$ cat src/rtl/core/bse_pkg.sv
package bse_pkg;

  // Request codes carried in req_type.
  localparam logic [1:0] REQ_START   = 2'd0;
  localparam logic [1:0] REQ_PALETTE = 2'd1;
  localparam logic [1:0] REQ_PIXEL   = 2'd2;

  // Image mode codes.
  localparam logic [1:0] MODE_MONO       = 2'd0;
  localparam logic [1:0] MODE_INDEXED    = 2'd1;
  localparam logic [1:0] MODE_TRUE_COLOR = 2'd2;

  // Register indexes on the configuration port.
  localparam logic [2:0] REG_IMAGE_MODE      = 3'd0;
  localparam logic [2:0] REG_PALETTE_COUNT   = 3'd1;
  localparam logic [2:0] REG_IMG_WIDTH       = 3'd2;
  localparam logic [2:0] REG_IMG_HEIGHT      = 3'd3;
  localparam logic [2:0] REG_ROW_BYTES       = 3'd4;
  localparam logic [2:0] REG_DEFAULT_PALETTE = 3'd5;

  localparam int BSE_DIM_BITS  = 16;
  localparam int BSE_JOB_DEPTH = 4;
  localparam int BSE_ADDR_W    = 5;

  // Last header byte index, without and with the built-in palette.
  localparam logic [5:0] HDR_LAST_PLAIN = 6'd53;
  localparam logic [5:0] HDR_LAST_PAL   = 6'd61;

  typedef enum logic [1:0] {
    BPP_1,
    BPP_4,
    BPP_8,
    BPP_24
  } bpp_t;

  typedef enum logic {
    JOB_HEADER,
    JOB_DATA
  } job_kind_t;

  // Live configuration as seen by the datapath.
  typedef struct packed {
    logic [1:0]  image_mode;
    logic [8:0]  palette_count;
    logic [15:0] img_width;
    logic [15:0] img_height;
    logic [17:0] row_bytes;
    logic        default_palette;
  } cfg_t;

  // One unit of output work: data bytes first, then zero padding.
  typedef struct packed {
    job_kind_t   kind;
    logic [23:0] data;
    logic [1:0]  nbytes;
    logic [1:0]  pad;
    logic        done;
  } job_t;

  function automatic bpp_t get_bpp(input logic [1:0] mode, input logic [8:0] pal_cnt);
    bpp_t b;
    b = BPP_24;
    if (mode == MODE_MONO) begin
      b = BPP_1;
    end else if (mode == MODE_INDEXED) begin
      b = (pal_cnt <= 9'd16) ? BPP_4 : BPP_8;
    end
    return b;
  endfunction

endpackage

$ cat src/rtl/core/bse_in_if.sv
interface bse_in_if;
  logic        valid;
  logic        ready;
  logic [1:0]  req_type;
  logic [23:0] item_value;

  modport source (output valid, output req_type, output item_value, input ready);
  modport sink   (input valid, input req_type, input item_value, output ready);
endinterface

$ cat src/rtl/core/bse_out_if.sv
interface bse_out_if;
  logic       valid;
  logic       ready;
  logic [7:0] out_byte;
  logic       run_last;
  logic       file_done;

  modport source (output valid, output out_byte, output run_last, output file_done,
                  input ready);
  modport sink   (input valid, input out_byte, input run_last, input file_done,
                  output ready);
endinterface

$ cat src/rtl/core/bse_regs.sv
module bse_regs
  import bse_pkg::*;
#(
  parameter int DIM_BITS = BSE_DIM_BITS
) (
  input  logic                  clk,
  input  logic                  rst_n,
  input  logic                  psel,
  input  logic                  penable,
  input  logic                  pwrite,
  input  logic [BSE_ADDR_W-1:0] paddr,
  input  logic [31:0]           pwdata,
  output logic [31:0]           prdata,
  output logic                  pready,
  output cfg_t                  cfg
);

  logic [1:0]          image_mode_r;
  logic [8:0]          palette_count_r;
  logic [DIM_BITS-1:0] img_width_r;
  logic [DIM_BITS-1:0] img_height_r;
  logic [17:0]         row_bytes_r;
  logic                default_palette_r;
  logic [2:0]          reg_idx;
  logic                wr_en;

  assign reg_idx = paddr[4:2];
  assign wr_en   = psel && penable && pwrite;
  assign pready  = 1'b1;

  // Register writes complete in the access phase.
  always_ff @(posedge clk) begin
    if (!rst_n) begin
      image_mode_r      <= MODE_TRUE_COLOR;
      palette_count_r   <= 9'd0;
      img_width_r       <= DIM_BITS'(1);
      img_height_r      <= DIM_BITS'(1);
      row_bytes_r       <= 18'd4;
      default_palette_r <= 1'b1;
    end else if (wr_en) begin
      unique case (reg_idx)
        REG_IMAGE_MODE:      image_mode_r      <= pwdata[1:0];
        REG_PALETTE_COUNT:   palette_count_r   <= pwdata[8:0];
        REG_IMG_WIDTH:       img_width_r       <= pwdata[DIM_BITS-1:0];
        REG_IMG_HEIGHT:      img_height_r      <= pwdata[DIM_BITS-1:0];
        REG_ROW_BYTES:       row_bytes_r       <= pwdata[17:0];
        REG_DEFAULT_PALETTE: default_palette_r <= pwdata[0];
        default: ;
      endcase
    end
  end

  // Read mux.
  always_comb begin
    unique case (reg_idx)
      REG_IMAGE_MODE:      prdata = 32'(image_mode_r);
      REG_PALETTE_COUNT:   prdata = 32'(palette_count_r);
      REG_IMG_WIDTH:       prdata = 32'(img_width_r);
      REG_IMG_HEIGHT:      prdata = 32'(img_height_r);
      REG_ROW_BYTES:       prdata = 32'(row_bytes_r);
      REG_DEFAULT_PALETTE: prdata = 32'(default_palette_r);
      default:             prdata = 32'd0;
    endcase
  end

  always_comb begin
    cfg.image_mode      = image_mode_r;
    cfg.palette_count   = palette_count_r;
    cfg.img_width       = 16'(img_width_r);
    cfg.img_height      = 16'(img_height_r);
    cfg.row_bytes       = row_bytes_r;
    cfg.default_palette = default_palette_r;
  end

endmodule

$ cat src/rtl/core/bse_front.sv
module bse_front
  import bse_pkg::*;
(
  input  logic   clk,
  input  logic   rst_n,
  input  cfg_t   cfg,
  bse_in_if.sink in_chan,
  input  logic   job_full,
  output logic   job_push,
  output job_t   job
);

  logic [17:0] column_count_r, column_count_nxt;
  logic [15:0] rows_left_r, rows_left_nxt;
  logic [3:0]  held_nibble_r, held_nibble_nxt;
  logic        nibble_pending_r, nibble_pending_nxt;

  logic        accept;
  bpp_t        bpp;
  logic [17:0] col_inc;
  logic [17:0] row_len;
  logic        row_end;
  logic [16:0] width_p1;
  logic [3:0]  nib;
  logic [23:0] v;

  assign in_chan.ready = !job_full;
  assign accept        = in_chan.valid && !job_full;
  assign v             = in_chan.item_value;
  assign nib           = v[3:0];
  assign bpp           = get_bpp(cfg.image_mode, cfg.palette_count);
  assign col_inc       = column_count_r + 18'd1;
  assign row_len       = (bpp == BPP_1) ? cfg.row_bytes : 18'(cfg.img_width);
  assign row_end       = (col_inc >= row_len);
  assign width_p1      = 17'(cfg.img_width) + 17'd1;

  // Classify the transaction, update the row state and build the job.
  always_comb begin
    column_count_nxt   = column_count_r;
    rows_left_nxt      = rows_left_r;
    held_nibble_nxt    = held_nibble_r;
    nibble_pending_nxt = nibble_pending_r;
    job_push           = 1'b0;
    job.kind           = JOB_DATA;
    job.data           = v;
    job.nbytes         = 2'd0;
    job.pad            = 2'd0;
    job.done           = 1'b0;
    if (accept) begin
      priority case (in_chan.req_type)
        REQ_START: begin
          job_push           = 1'b1;
          job.kind           = JOB_HEADER;
          column_count_nxt   = 18'd0;
          rows_left_nxt      = cfg.img_height;
          held_nibble_nxt    = 4'd0;
          nibble_pending_nxt = 1'b0;
        end
        REQ_PALETTE: begin
          // Blue, green, red, then one zero byte.
          job_push   = 1'b1;
          job.nbytes = 2'd3;
          job.pad    = 2'd1;
        end
        REQ_PIXEL: begin
          column_count_nxt = col_inc;
          unique case (bpp)
            BPP_24: begin
              job.nbytes = 2'd3;
              job.pad    = cfg.img_width[1:0];
            end
            BPP_8: begin
              job.nbytes = 2'd1;
              job.pad    = 2'd0 - cfg.img_width[1:0];
            end
            BPP_1: begin
              job.nbytes = 2'd1;
              job.pad    = 2'd0 - cfg.row_bytes[1:0];
            end
            BPP_4: begin
              job.pad = 2'd0 - width_p1[2:1];
              if (nibble_pending_r) begin
                job.nbytes         = 2'd1;
                job.data           = {16'd0, held_nibble_r, nib};
                held_nibble_nxt    = 4'd0;
                nibble_pending_nxt = 1'b0;
              end else if (row_end) begin
                // A lone nibble closes the row in the high half.
                job.nbytes         = 2'd1;
                job.data           = {16'd0, nib, 4'd0};
                held_nibble_nxt    = 4'd0;
                nibble_pending_nxt = 1'b0;
              end else begin
                held_nibble_nxt    = nib;
                nibble_pending_nxt = 1'b1;
              end
            end
            default: ;
          endcase
          if (row_end) begin
            column_count_nxt = 18'd0;
            if (rows_left_r != 16'd0) begin
              rows_left_nxt = rows_left_r - 16'd1;
              job.done      = (rows_left_r == 16'd1);
            end
          end else begin
            job.pad = 2'd0;
          end
          job_push = (job.nbytes != 2'd0);
        end
        default: ;
      endcase
    end
  end

  always_ff @(posedge clk) begin
    if (!rst_n) begin
      column_count_r   <= 18'd0;
      rows_left_r      <= 16'd0;
      held_nibble_r    <= 4'd0;
      nibble_pending_r <= 1'b0;
    end else begin
      column_count_r   <= column_count_nxt;
      rows_left_r      <= rows_left_nxt;
      held_nibble_r    <= held_nibble_nxt;
      nibble_pending_r <= nibble_pending_nxt;
    end
  end

endmodule

$ cat src/rtl/core/bse_fifo.sv
module bse_fifo
  import bse_pkg::*;
(
  input  logic clk,
  input  logic rst_n,
  input  logic push,
  input  job_t push_job,
  output logic full,
  input  logic pop,
  output job_t head_job,
  output logic empty
);

  localparam int PtrW = $clog2(BSE_JOB_DEPTH);
  localparam int CntW = $clog2(BSE_JOB_DEPTH + 1);

  job_t            mem [BSE_JOB_DEPTH];
  logic [PtrW-1:0] wr_ptr_r;
  logic [PtrW-1:0] rd_ptr_r;
  logic [CntW-1:0] count_r;

  assign full     = (count_r == CntW'(BSE_JOB_DEPTH));
  assign empty    = (count_r == '0);
  assign head_job = mem[rd_ptr_r];

  // Job storage.
  always_ff @(posedge clk) begin
    if (push) begin
      mem[wr_ptr_r] <= push_job;
    end
  end

  // Pointers and fill count.
  always_ff @(posedge clk) begin
    if (!rst_n) begin
      wr_ptr_r <= '0;
      rd_ptr_r <= '0;
      count_r  <= '0;
    end else begin
      if (push) begin
        wr_ptr_r <= (wr_ptr_r == PtrW'(BSE_JOB_DEPTH - 1)) ? '0 : wr_ptr_r + 1'b1;
      end
      if (pop) begin
        rd_ptr_r <= (rd_ptr_r == PtrW'(BSE_JOB_DEPTH - 1)) ? '0 : rd_ptr_r + 1'b1;
      end
      if (push && !pop) begin
        count_r <= count_r + 1'b1;
      end else if (pop && !push) begin
        count_r <= count_r - 1'b1;
      end
    end
  end

endmodule

$ cat src/rtl/core/bse_back.sv
module bse_back
  import bse_pkg::*;
(
  input  logic       clk,
  input  logic       rst_n,
  input  cfg_t       cfg,
  input  job_t       head_job,
  input  logic       job_empty,
  output logic       job_pop,
  bse_out_if.source  out_chan
);

  logic        out_valid_r;
  logic [7:0]  out_byte_r;
  logic        run_last_r;
  logic        file_done_r;
  logic [5:0]  idx_r;
  logic [31:0] imagesize_r;
  logic [31:0] filesize_r;

  bpp_t         bpp;
  logic [15:0]  bpp_val;
  logic [8:0]   ncol;
  logic [31:0]  offset;
  logic [18:0]  row_pad;
  logic [34:0]  img_prod;
  logic [495:0] hdr;
  logic [5:0]   last_idx;
  logic         is_last;
  logic         advance;
  logic [7:0]   byte_sel;

  assign bpp = get_bpp(cfg.image_mode, cfg.palette_count);

  // Header fields that depend on the bit depth.
  always_comb begin
    unique case (bpp)
      BPP_1:  begin bpp_val = 16'd1;  ncol = 9'd2; end
      BPP_4:  begin bpp_val = 16'd4;  ncol = cfg.palette_count; end
      BPP_8:  begin bpp_val = 16'd8;  ncol = cfg.palette_count; end
      BPP_24: begin bpp_val = 16'd24; ncol = 9'd0; end
      default: begin bpp_val = 16'd24; ncol = 9'd0; end
    endcase
  end

  assign offset   = 32'd54 + {21'd0, ncol, 2'd0};
  assign row_pad  = (19'(cfg.row_bytes) + 19'd3) & ~19'd3;
  assign img_prod = 35'(row_pad) * 35'(cfg.img_height);

  // Image and file size, refreshed from the registers every cycle.
  always_ff @(posedge clk) begin
    imagesize_r <= img_prod[31:0];
    filesize_r  <= offset + imagesize_r;
  end

  // The header as a little-endian byte string, byte 0 in the low bits.
  assign hdr = {32'h00ff_ffff, 32'd0,
                32'd0, 23'd0, ncol, 32'd3000, 32'd3000, imagesize_r,
                32'd0, bpp_val, 16'd1, 16'd0, cfg.img_height, 16'd0, cfg.img_width,
                32'd40, offset, 16'd0, 16'd0, filesize_r, 8'h4D, 8'h42};

  // Index of the last byte of the job at the head of the queue.
  always_comb begin
    if (head_job.kind == JOB_HEADER) begin
      last_idx = (cfg.image_mode == MODE_MONO && cfg.default_palette) ?
                 HDR_LAST_PAL : HDR_LAST_PLAIN;
    end else begin
      last_idx = 6'(head_job.nbytes) + 6'(head_job.pad) - 6'd1;
    end
  end

  assign is_last = (idx_r == last_idx);

  // Byte selection: header bytes, data bytes, then zero pad.
  always_comb begin
    if (head_job.kind == JOB_HEADER) begin
      byte_sel = hdr[{idx_r, 3'b000} +: 8];
    end else if (idx_r < 6'(head_job.nbytes)) begin
      byte_sel = head_job.data[{idx_r[1:0], 3'b000} +: 8];
    end else begin
      byte_sel = 8'd0;
    end
  end

  assign advance = !out_valid_r || out_chan.ready;
  assign job_pop = advance && !job_empty && is_last;

  // Output register control.
  always_ff @(posedge clk) begin
    if (!rst_n) begin
      out_valid_r <= 1'b0;
      idx_r       <= 6'd0;
    end else if (advance) begin
      out_valid_r <= !job_empty;
      if (!job_empty) begin
        idx_r <= is_last ? 6'd0 : idx_r + 6'd1;
      end
    end
  end

  // Output payload.
  always_ff @(posedge clk) begin
    if (advance && !job_empty) begin
      out_byte_r  <= byte_sel;
      run_last_r  <= is_last;
      file_done_r <= is_last && (head_job.kind == JOB_DATA) && head_job.done;
    end
  end

  assign out_chan.valid     = out_valid_r;
  assign out_chan.out_byte  = out_byte_r;
  assign out_chan.run_last  = run_last_r;
  assign out_chan.file_done = file_done_r;

endmodule

$ cat src/rtl/core/bmp_stream_encoder.sv
// BMP stream encoder.
// Input channel in_chan: one transaction per request. A start request emits
// the 54-byte file header (62 bytes in mono mode with the built-in palette),
// a palette request emits four bytes, and a pixel request emits its packed
// pixel bytes followed by the row padding when it closes a row.
// Output channel out_chan: one byte per transaction, with run_last on the
// last byte of each request and file_done on the last byte of the file.
// Configuration: APB write of the six registers at byte addresses 4*i,
// allowed only while the encoder holds no pending work.
// The input transaction is written to the job queue, and the first byte of
// the request then passes through the output register. Throughput is one
// output byte per cycle while the receiver is ready; a request emits 3 bytes
// for a 24-bit pixel (up to 6 with padding), 0 to 4 for other pixels, 4 for
// a palette entry and 54 or 62 for a header. The byte generator is the
// limit; a four-deep job queue lets the input run up to four jobs ahead of it.
// Reset clears the row counters and the queue and restores the register
// defaults. When the receiver stalls, the output byte holds, the queue fills
// and then in_chan.ready drops until the output drains.
module bmp_stream_encoder
  import bse_pkg::*;
#(
  parameter int DIM_BITS = BSE_DIM_BITS
) (
  input  logic                  clk,
  input  logic                  rst_n,
  bse_in_if.sink                in_chan,
  bse_out_if.source             out_chan,
  input  logic                  psel,
  input  logic                  penable,
  input  logic                  pwrite,
  input  logic [BSE_ADDR_W-1:0] paddr,
  input  logic [31:0]           pwdata,
  output logic [31:0]           prdata,
  output logic                  pready
);

  cfg_t cfg;
  job_t push_job;
  job_t head_job;
  logic job_push;
  logic job_pop;
  logic job_full;
  logic job_empty;

  // Configuration registers.
  bse_regs #(
    .DIM_BITS(DIM_BITS)
  ) u_regs (
    .clk     (clk),
    .rst_n   (rst_n),
    .psel    (psel),
    .penable (penable),
    .pwrite  (pwrite),
    .paddr   (paddr),
    .pwdata  (pwdata),
    .prdata  (prdata),
    .pready  (pready),
    .cfg     (cfg)
  );

  // Request classification and row tracking.
  bse_front u_front (
    .clk      (clk),
    .rst_n    (rst_n),
    .cfg      (cfg),
    .in_chan  (in_chan),
    .job_full (job_full),
    .job_push (job_push),
    .job      (push_job)
  );

  // Job queue between the two sides.
  bse_fifo u_fifo (
    .clk      (clk),
    .rst_n    (rst_n),
    .push     (job_push),
    .push_job (push_job),
    .full     (job_full),
    .pop      (job_pop),
    .head_job (head_job),
    .empty    (job_empty)
  );

  // Byte generation.
  bse_back u_back (
    .clk       (clk),
    .rst_n     (rst_n),
    .cfg       (cfg),
    .head_job  (head_job),
    .job_empty (job_empty),
    .job_pop   (job_pop),
    .out_chan  (out_chan)
  );

endmodule
$ cat src/flat_wrapper.sv
// flat-port wrapper written by rule: the top's interface ports become plain ports
module bmp_stream_encoder_flat import bse_pkg::*;
#(
  parameter int DIM_BITS = BSE_DIM_BITS
)
  (clk, rst_n, psel, penable, pwrite, paddr, pwdata, prdata, pready, in_chan_valid, in_chan_req_type, in_chan_item_value, in_chan_ready, out_chan_valid, out_chan_out_byte, out_chan_run_last, out_chan_file_done, out_chan_ready);
  bse_in_if in_chan_i ();
  bse_out_if out_chan_i ();
  input  logic clk;
  input  logic rst_n;
  input  logic psel;
  input  logic penable;
  input  logic pwrite;
  input  logic [BSE_ADDR_W-1:0] paddr;
  input  logic [31:0] pwdata;
  output logic [31:0] prdata;
  output logic pready;
  input wire logic [$bits(in_chan_i.valid)-1:0] in_chan_valid;
  input wire logic [$bits(in_chan_i.req_type)-1:0] in_chan_req_type;
  input wire logic [$bits(in_chan_i.item_value)-1:0] in_chan_item_value;
  output wire logic [$bits(in_chan_i.ready)-1:0] in_chan_ready;
  output wire logic [$bits(out_chan_i.valid)-1:0] out_chan_valid;
  output wire logic [$bits(out_chan_i.out_byte)-1:0] out_chan_out_byte;
  output wire logic [$bits(out_chan_i.run_last)-1:0] out_chan_run_last;
  output wire logic [$bits(out_chan_i.file_done)-1:0] out_chan_file_done;
  input wire logic [$bits(out_chan_i.ready)-1:0] out_chan_ready;
  assign in_chan_i.valid = in_chan_valid;
  assign in_chan_i.req_type = in_chan_req_type;
  assign in_chan_i.item_value = in_chan_item_value;
  assign in_chan_ready = in_chan_i.ready;
  assign out_chan_valid = out_chan_i.valid;
  assign out_chan_out_byte = out_chan_i.out_byte;
  assign out_chan_run_last = out_chan_i.run_last;
  assign out_chan_file_done = out_chan_i.file_done;
  assign out_chan_i.ready = out_chan_ready;
  bmp_stream_encoder #(.DIM_BITS(DIM_BITS)) u_core (.clk(clk), .rst_n(rst_n), .in_chan(in_chan_i), .out_chan(out_chan_i), .psel(psel), .penable(penable), .pwrite(pwrite), .paddr(paddr), .pwdata(pwdata), .prdata(prdata), .pready(pready));
endmodule
$ cat config.mk
export PLATFORM = sky130hd
export DESIGN_NAME = bmp_stream_encoder_flat
export DESIGN_NICKNAME = d
export VERILOG_FILES = /design/src/rtl/core/bse_pkg.sv /design/src/rtl/core/bse_in_if.sv /design/src/rtl/core/bse_out_if.sv /design/src/rtl/core/bse_regs.sv /design/src/rtl/core/bse_front.sv /design/src/rtl/core/bse_fifo.sv /design/src/rtl/core/bse_back.sv /design/src/rtl/core/bmp_stream_encoder.sv /design/src/flat_wrapper.sv
export SDC_FILE = /design/constraint.sdc
export NUM_CORES = 1
export LEC_CHECK = 0
export BUFFER_PORTS_ARGS = -buffer_cell sky130_fd_sc_hd__buf_4
export CAP_MARGIN = 5
export CORE_MARGIN = 3
export CORE_UTILIZATION = 50
export DETAILED_ROUTE_END_ITERATION = 8
export GPL_TIMING_DRIVEN = 0
export HOLD_SLACK_MARGIN = 0.1
export PLACE_DENSITY = 0.67
export SETUP_SLACK_MARGIN = 0.5
export SLEW_MARGIN = 20
export SYNTH_ARGS = -nofsm -noshare
export SYNTH_HDL_FRONTEND = slang
export SYNTH_SLANG_ARGS = --single-unit
$ cat constraint.sdc
create_clock -name clk -period 13.96 [get_ports clk]
set_clock_uncertainty 0.1 [all_clocks]
set_input_delay 2.094 -clock clk [delete_from_list [all_inputs] [get_ports clk]]
set_output_delay 2.094 -clock clk [all_outputs]
set_load 0.02 [all_outputs]
==> flow_summary.json, run 1 <==
{
  "antenna_left": 0,
  "core_sq_um": 47900,
  "syn_area_sq_um": 24300,
  "drt_pass1_iterations": 5,
  "cts_hold_buf": 0,
  "hpwl_microns": 55600,
  "start_util_pct": 50.8,
  "drt-total-wl_microns": 71200,
  "cts_inserted_buffers": 36,
  "dieArea_sq_um": 51400,
  "ys_seq_area_share_pct": 30.6,
  "ioPinCount": 115,
  "cts-resized-gates": 0,
  "diodes": 0,
  "path_clk_slew_ns": 0.06,
  "synth.avg_cell_area_sq_um": 9.61,
  "die-width_microns": 227,
  "h-tree-depth": 2,
  "synth_flop_cell": "dfxtp_1",
  "grt_setup_unrepaired": "no",
  "grt_pass1_vias": 19200,
  "timing.critical_path.to_type": "flop",
  "final-seq-area_sq_um": 7450,
  "crit_arrival_ns": 8.55,
  "final_common_cell": "nand2_1",
  "drt_iter0_markers": 1823,
  "irDropWorstVdd_v": 0.0000826,
  "power.total_uw": 2340,
  "final_max_slew_viol_count": 0,
  "status": "completed",
  "vias": 19200,
  "critPathKind": "flop to flop",
  "io_buffers": 81,
  "antenna_found_initial": 0,
  "syn_inst": 2533,
  "grt_pass1_wl_microns": 110000,
  "area.growth.synth_to_final_pct": 11.0,
  "final_cell_mix": "nand2_1 (359), inv_1 (279), fa_1 (208)",
  "power_density_nw_per_um2": 86.4,
  "hold_path_class": "flop to flop",
  "worst_slack_ns": 5.73,
  "drv_cap": 0,
  "dp.cells": 3246,
  "via_per_inst": 5.79,
  "nNetsFinal": 3086,
  "setup_tns_ns": 0,
  "synth.distinct_cells": 85,
  "synth-seq-cells": 307,
  "row_count": 80,
  "multi_input_area_sq_um": 15300,
  "die_h_microns": 227,
  "crit_required_ns": 14.28,
  "report.final.hold_viol_count": 0,
  "wl_per_cell_microns": 21.5,
  "grt_overflow": 0,
  "holdWs_ns": 0.370,
  "clkSinkCount": 307,
  "post-route-period-util_pct": 59.0,
  "clock.fmax_ghz": 0.121,
  "path_max_fanout": 10,
  "drc": 0,
  "cp-start-kind": "flop",
  "drive_gt1_share_pct": 9.35,
  "max_slew_margin_pct": 31.7,
  "n_fill_cell": 4153,
  "place_ws_ns": 5.82,
  "clockBufferDepth": 3,
  "synth_edf_count": 130,
  "cts_setup_buffers": 0,
  "yosys_warnings": 0,
  "setup_viol": 0,
  "cts-root-buf": "clkbuf_16",
  "grt_max_degree": 27,
  "tightestPinTransition_ns": 1.01,
  "clkLatencyLatePin_ns": 0.56,
  "grt_use_total_pct": 27.8,
  "cellLeakagePower_uw": 0.0114,
  "layoutNonFillerInstCount": 3310,
  "final.min_clock_period_ns": 8.23,
  "place_congestion": 0.951,
  "cts_tree": "yes",
  "async_flop_share_pct": 0
}
final timing paths:
check	start	end	slack (ns)	cells after the start
setup / recovery	u_core.u_regs.row_bytes_r[1]	u_core.u_back.imagesize_r[31]	5.73	24
hold / removal	u_core.u_front.rows_left_r[3]	u_core.u_front.rows_left_r[3]	0.37	2
setup reg to reg	u_core.u_regs.row_bytes_r[1]	u_core.u_back.imagesize_r[31]	5.73	24
hold reg to reg	u_core.u_front.rows_left_r[3]	u_core.u_front.rows_left_r[3]	0.37	2
registers in the layout, summed over array words and instances, names as in the netlist, 4 cells and up, named ones only:
name                             flops
u_core.u_regs.img_height_r          16
u_core.u_front.held_nibble_r         4
u_core.u_fifo.mem                  120
u_core.u_back.out_chan.out_byte      8
u_core.u_front.column_count_r       18
u_core.u_back.filesize_r            30
u_core.u_back.imagesize_r           30
u_core.u_regs.img_width_r           16
u_core.u_regs.row_bytes_r           18
u_core.u_front.rows_left_r          16
u_core.u_regs.palette_count_r        9
u_core.u_back.idx_r                  6
critical path, stage by stage, from the launching register on:
cell and delay [ns]:
dfxtp_1 0.57, o211ai_2 0.21, nor2_2 0.25, nand4_2 0.18, xnor2_1 0.76, clkbuf_1 0.63, nand2_1 0.16, fa_1 0.53
inv_1 0.06, fa_1 0.51, fa_1 0.53, fa_1 0.53, fa_1 0.56, inv_1 0.06, fa_1 0.58, inv_1 0.06
ha_1 0.38, and3_1 0.24, and3b_1 0.19, o21ai_0 0.06, a21boi_0 0.25, a21oi_1 0.17, a211o_1 0.28, a21oi_1 0.18
xnor2_1 0.09
where the power goes:
group	total, uW	internal [uW]	leakage [uW]	switching, uW
logic	413	147	0.00823	267
registers	992	974	0.00262	18.1
clock network	931	545	0.000557	385
routing by layer:
layer / track usage (%) / up-vias / part of all wire (%)
met5: 0 / - / 0
li1: - / 8752 / -
met1: 41.2 / 9451 / 45
met4: 8.70 / 0 / 3.1
met2: 42.5 / 826 / 44
met3: 3.79 / 132 / 7.7
per-stage QoR:
| stage | util (%) | cell area, sq um |
|---|---|---|
| CTS | 56.3 | 27000 |
| global route | 56.4 | 27000 |
| floorplan | - | 24400 |
| global placement | 53.7 | 25800 |
| detailed placement | 53.9 | 25900 |
| finish | 56.4 | 27000 |
layout make-up:
class                           count  area share, %
Clock buffer                       46           3.55
Multi-Input combinational cell   1807           56.5
Inverter                          280           3.89
Buffer                            152           2.43
Sequential cell                   307           27.6
Clock inverter                     18          0.727
Timing Repair Buffer               85           2.55
Tap cell                          615           2.85
Yosys cell counts (all sizes together) (14+ instances only):
cell type | instances | area, sq um
a21boi | 58 | 435
a21o | 22 | 165
a21oi | 70 | 354
a22oi | 27 | 203
a31oi | 17 | 121
and2 | 154 | 963
and3 | 22 | 138
buf | 44 | 252
clkbuf | 108 | 407
dfxtp | 177 | 3540
edfxtp | 130 | 3900
fa | 208 | 4160
ha | 139 | 1740
inv | 280 | 1050
mux2i | 75 | 751
mux4 | 35 | 788
nand2 | 360 | 1350
nand2b | 14 | 87.6
nand3 | 46 | 230
nand4 | 16 | 106
nor2 | 94 | 355
nor2b | 44 | 275
nor3 | 33 | 175
o21ai | 69 | 345
o22ai | 26 | 163
xnor2 | 70 | 621
xor2 | 34 | 298
kinds of logic after synthesis:
kind of cell             after synthesis  share of synthesized area (%)
AND/OR/NAND/NOR                      832                           16.7
buffers and inverters                432                           7.02
AO/OA/AOI/OAI                        387                           10.8
adder cells (fa/ha/maj)              347                           24.2
flip-flops                           307                           30.6
multiplexers                         122                           6.88
XOR/XNOR                             104                           3.77
other                                  2                         0.0309
Note: power is estimated with default switching activity, not from simulation.
==> inputs of run 2 (changes only) <==
--- a/config.mk
+++ b/config.mk
@@ -12,7 +12,7 @@
 export DETAILED_ROUTE_END_ITERATION = 8
 export GPL_TIMING_DRIVEN = 0
 export HOLD_SLACK_MARGIN = 0.1
-export PLACE_DENSITY = 0.67
+export PLACE_DENSITY = 0.7
 export SETUP_SLACK_MARGIN = 0.5
 export SLEW_MARGIN = 20
 export SYNTH_ARGS = -nofsm -noshare
==> constraint.sdc (replaced) <==
create_clock -name clk -period 6.9 [get_ports clk]
set_clock_uncertainty 0.1 [all_clocks]
set_input_delay 1.035 -clock clk [delete_from_list [all_inputs] [get_ports clk]]
set_output_delay 1.035 -clock clk [all_outputs]
set_load 0.02 [all_outputs]
==> flow_summary.json, run 2 (same netlist as run 1, synthesis figures left out) <==
{
  "crit_required_ns": 7.28,
  "largest_register_ff_count": 120,
  "clkSinkCount": 307,
  "holdWs_ns": 0.369,
  "path_clk_slew_ns": 0.06,
  "hold_path_class": "flop to flop",
  "die-width_microns": 227,
  "r2r-end": "u_core.u_back.imagesize_r[29]",
  "drv_cap": 0,
  "cp-startpoint": "u_core.u_regs.row_bytes_r[5]",
  "diodes": 0,
  "grt_max_degree": 27,
  "power.total_uw": 4840,
  "final_common_cell": "nand2_1",
  "vias": 19800,
  "grt_use_total_pct": 28.9,
  "critPathKind": "flop to flop",
  "cp_common_cell": "fa_1",
  "cts_tree": "yes",
  "power_density_nw_per_um2": 168,
  "timing.critical_path.to_type": "flop",
  "via_per_inst": 5.85,
  "nNetsFinal": 3160,
  "setup_viol": 0,
  "tightestPinTransition_ns": 1.34,
  "crit_arrival_ns": 7.25,
  "slowest_delay_ns": 0.55,
  "antenna_found_initial": 1,
  "cts_hold_buf": 0,
  "n_fill_cell": 3964,
  "dieArea_sq_um": 51400,
  "place_congestion": 0.981,
  "final_cell_mix": "nand2_1 (349), inv_1 (263), fa_1 (196)",
  "final_max_slew_viol_count": 0,
  "worstSetupEndpoint": "u_core.u_back.imagesize_r[29]",
  "h-tree-depth": 2,
  "die_h_microns": 227,
  "drt_iter0_markers": 1646,
  "drt-total-wl_microns": 74600,
  "ioPinCount": 115,
  "clock.fmax_ghz": 0.146,
  "grt_overflow": 0,
  "final.min_clock_period_ns": 6.87,
  "core_sq_um": 47900,
  "max_slew_margin_pct": 8.41,
  "drc": 0,
  "clockBufferDepth": 3,
  "final-seq-area_sq_um": 7470,
  "reg2reg_slack_ns": 0.03,
  "setup_tns_ns": 0,
  "cts_inserted_buffers": 34,
  "grt_pass1_wl_microns": 114000,
  "area.growth.synth_to_final_pct": 17.9,
  "drive_gt1_share_pct": 16.9,
  "cellLeakagePower_uw": 0.0121,
  "report.final.hold_viol_count": 0,
  "status": "completed",
  "multi_input_area_sq_um": 16000,
  "start_util_pct": 50.8,
  "grt_setup_unrepaired": "yes",
  "row_count": 80,
  "reg_top3": "u_core.u_fifo.mem: 120 flops, u_core.u_back.filesize_r: 30 flops, u_core.u_back.imagesize_r: 30 flops",
  "clkLatencyLatePin_ns": 0.56,
  "r2r_cells": 29,
  "hpwl_microns": 55800,
  "drt_pass1_iterations": 5,
  "io_buffers": 81,
  "slowest_stage": "fa_1",
  "grt_pass1_vias": 19900,
  "post-route-period-util_pct": 99.5,
  "largest-register": "u_core.u_fifo.mem",
  "timing.rr.start": "u_core.u_regs.row_bytes_r[5]",
  "irDropWorstVdd_v": 0.000179,
  "cts-root-buf": "clkbuf_16",
  "wl_per_cell_microns": 22.0,
  "antenna_left": 0,
  "cp-start-kind": "flop",
  "path_max_fanout": 6
}
-- run 2: area by class of cell --
type                    instances  share of cell area, %
multi-input cells            1807                   55.8
flip-flops and latches        307                   26.0
repair buffers                161                   4.66
inverters                     280                   3.66
clock buffers                  45                   3.32
plain buffers                 152                   2.91
well taps                     615                   2.68
clock inverters                16                  0.972
-- run 2: what timing repair did --
action                     CTS  global route
pin swaps                   62            36
resized for setup          113            62
setup endpoints to repair   21            17
gates cloned                 1             0
buffers inserted            60            15
-- run 2: worst min path at each step --
stage | slack [ns] | cells after the start | startpoint | to
floorplan | 0.33 | 1 | u_core.u_back.imagesize_r[31] | u_core.u_back.filesize_r[31]
global placement | 0.36 | 2 | u_core.u_front.rows_left_r[3] | u_core.u_front.rows_left_r[3]
detailed placement | 0.37 | 2 | u_core.u_front.rows_left_r[3] | u_core.u_front.rows_left_r[3]
CTS | 0.37 | 2 | u_core.u_front.rows_left_r[3] | u_core.u_front.rows_left_r[3]
global route | 0.40 | 2 | u_core.u_front.rows_left_r[3] | u_core.u_front.rows_left_r[3]
finish | 0.37 | 2 | u_core.u_front.rows_left_r[3] | u_core.u_front.rows_left_r[3]
-- run 2: power by group --
part	switching, uW	internal, uW
clock network	778	1210
registers	39.1	1970
logic	540	303
-- run 2: metal layers --
layer  wire length, microns  up-vias  global-route usage (%)
met5                     13        -                       0
met4                   2190        2                    8.64
met3                   6480      174                    5.42
li1                       -     8901                       -
met1                  31700     9814                    40.5
met2                  34200      889                    45.7
-- run 2: critical path: cells and delay by family (launching register included) --
kind	cells	cell delay [ns]
buffers and inverters	9	0.95
XOR/XNOR	2	0.35
flip-flops	1	0.32
AO/OA/AOI/OAI	6	0.86
AND/OR/NAND/NOR	5	0.86
adder cells (fa/ha/maj)	7	3.33
-- run 2: per-stage QoR --
stage	worst slack [ns]	area, sq um	utilization (%)	std cells
final	0.0322	28700	59.9	3383
after global routing	-0.206	28700	59.9	3383
after global placement	-0.597	26000	54.3	3242
after floorplan	0.505	24700	-	2546
after detailed placement	-0.653	26100	54.5	3246
after CTS	0.150	28400	59.2	3368
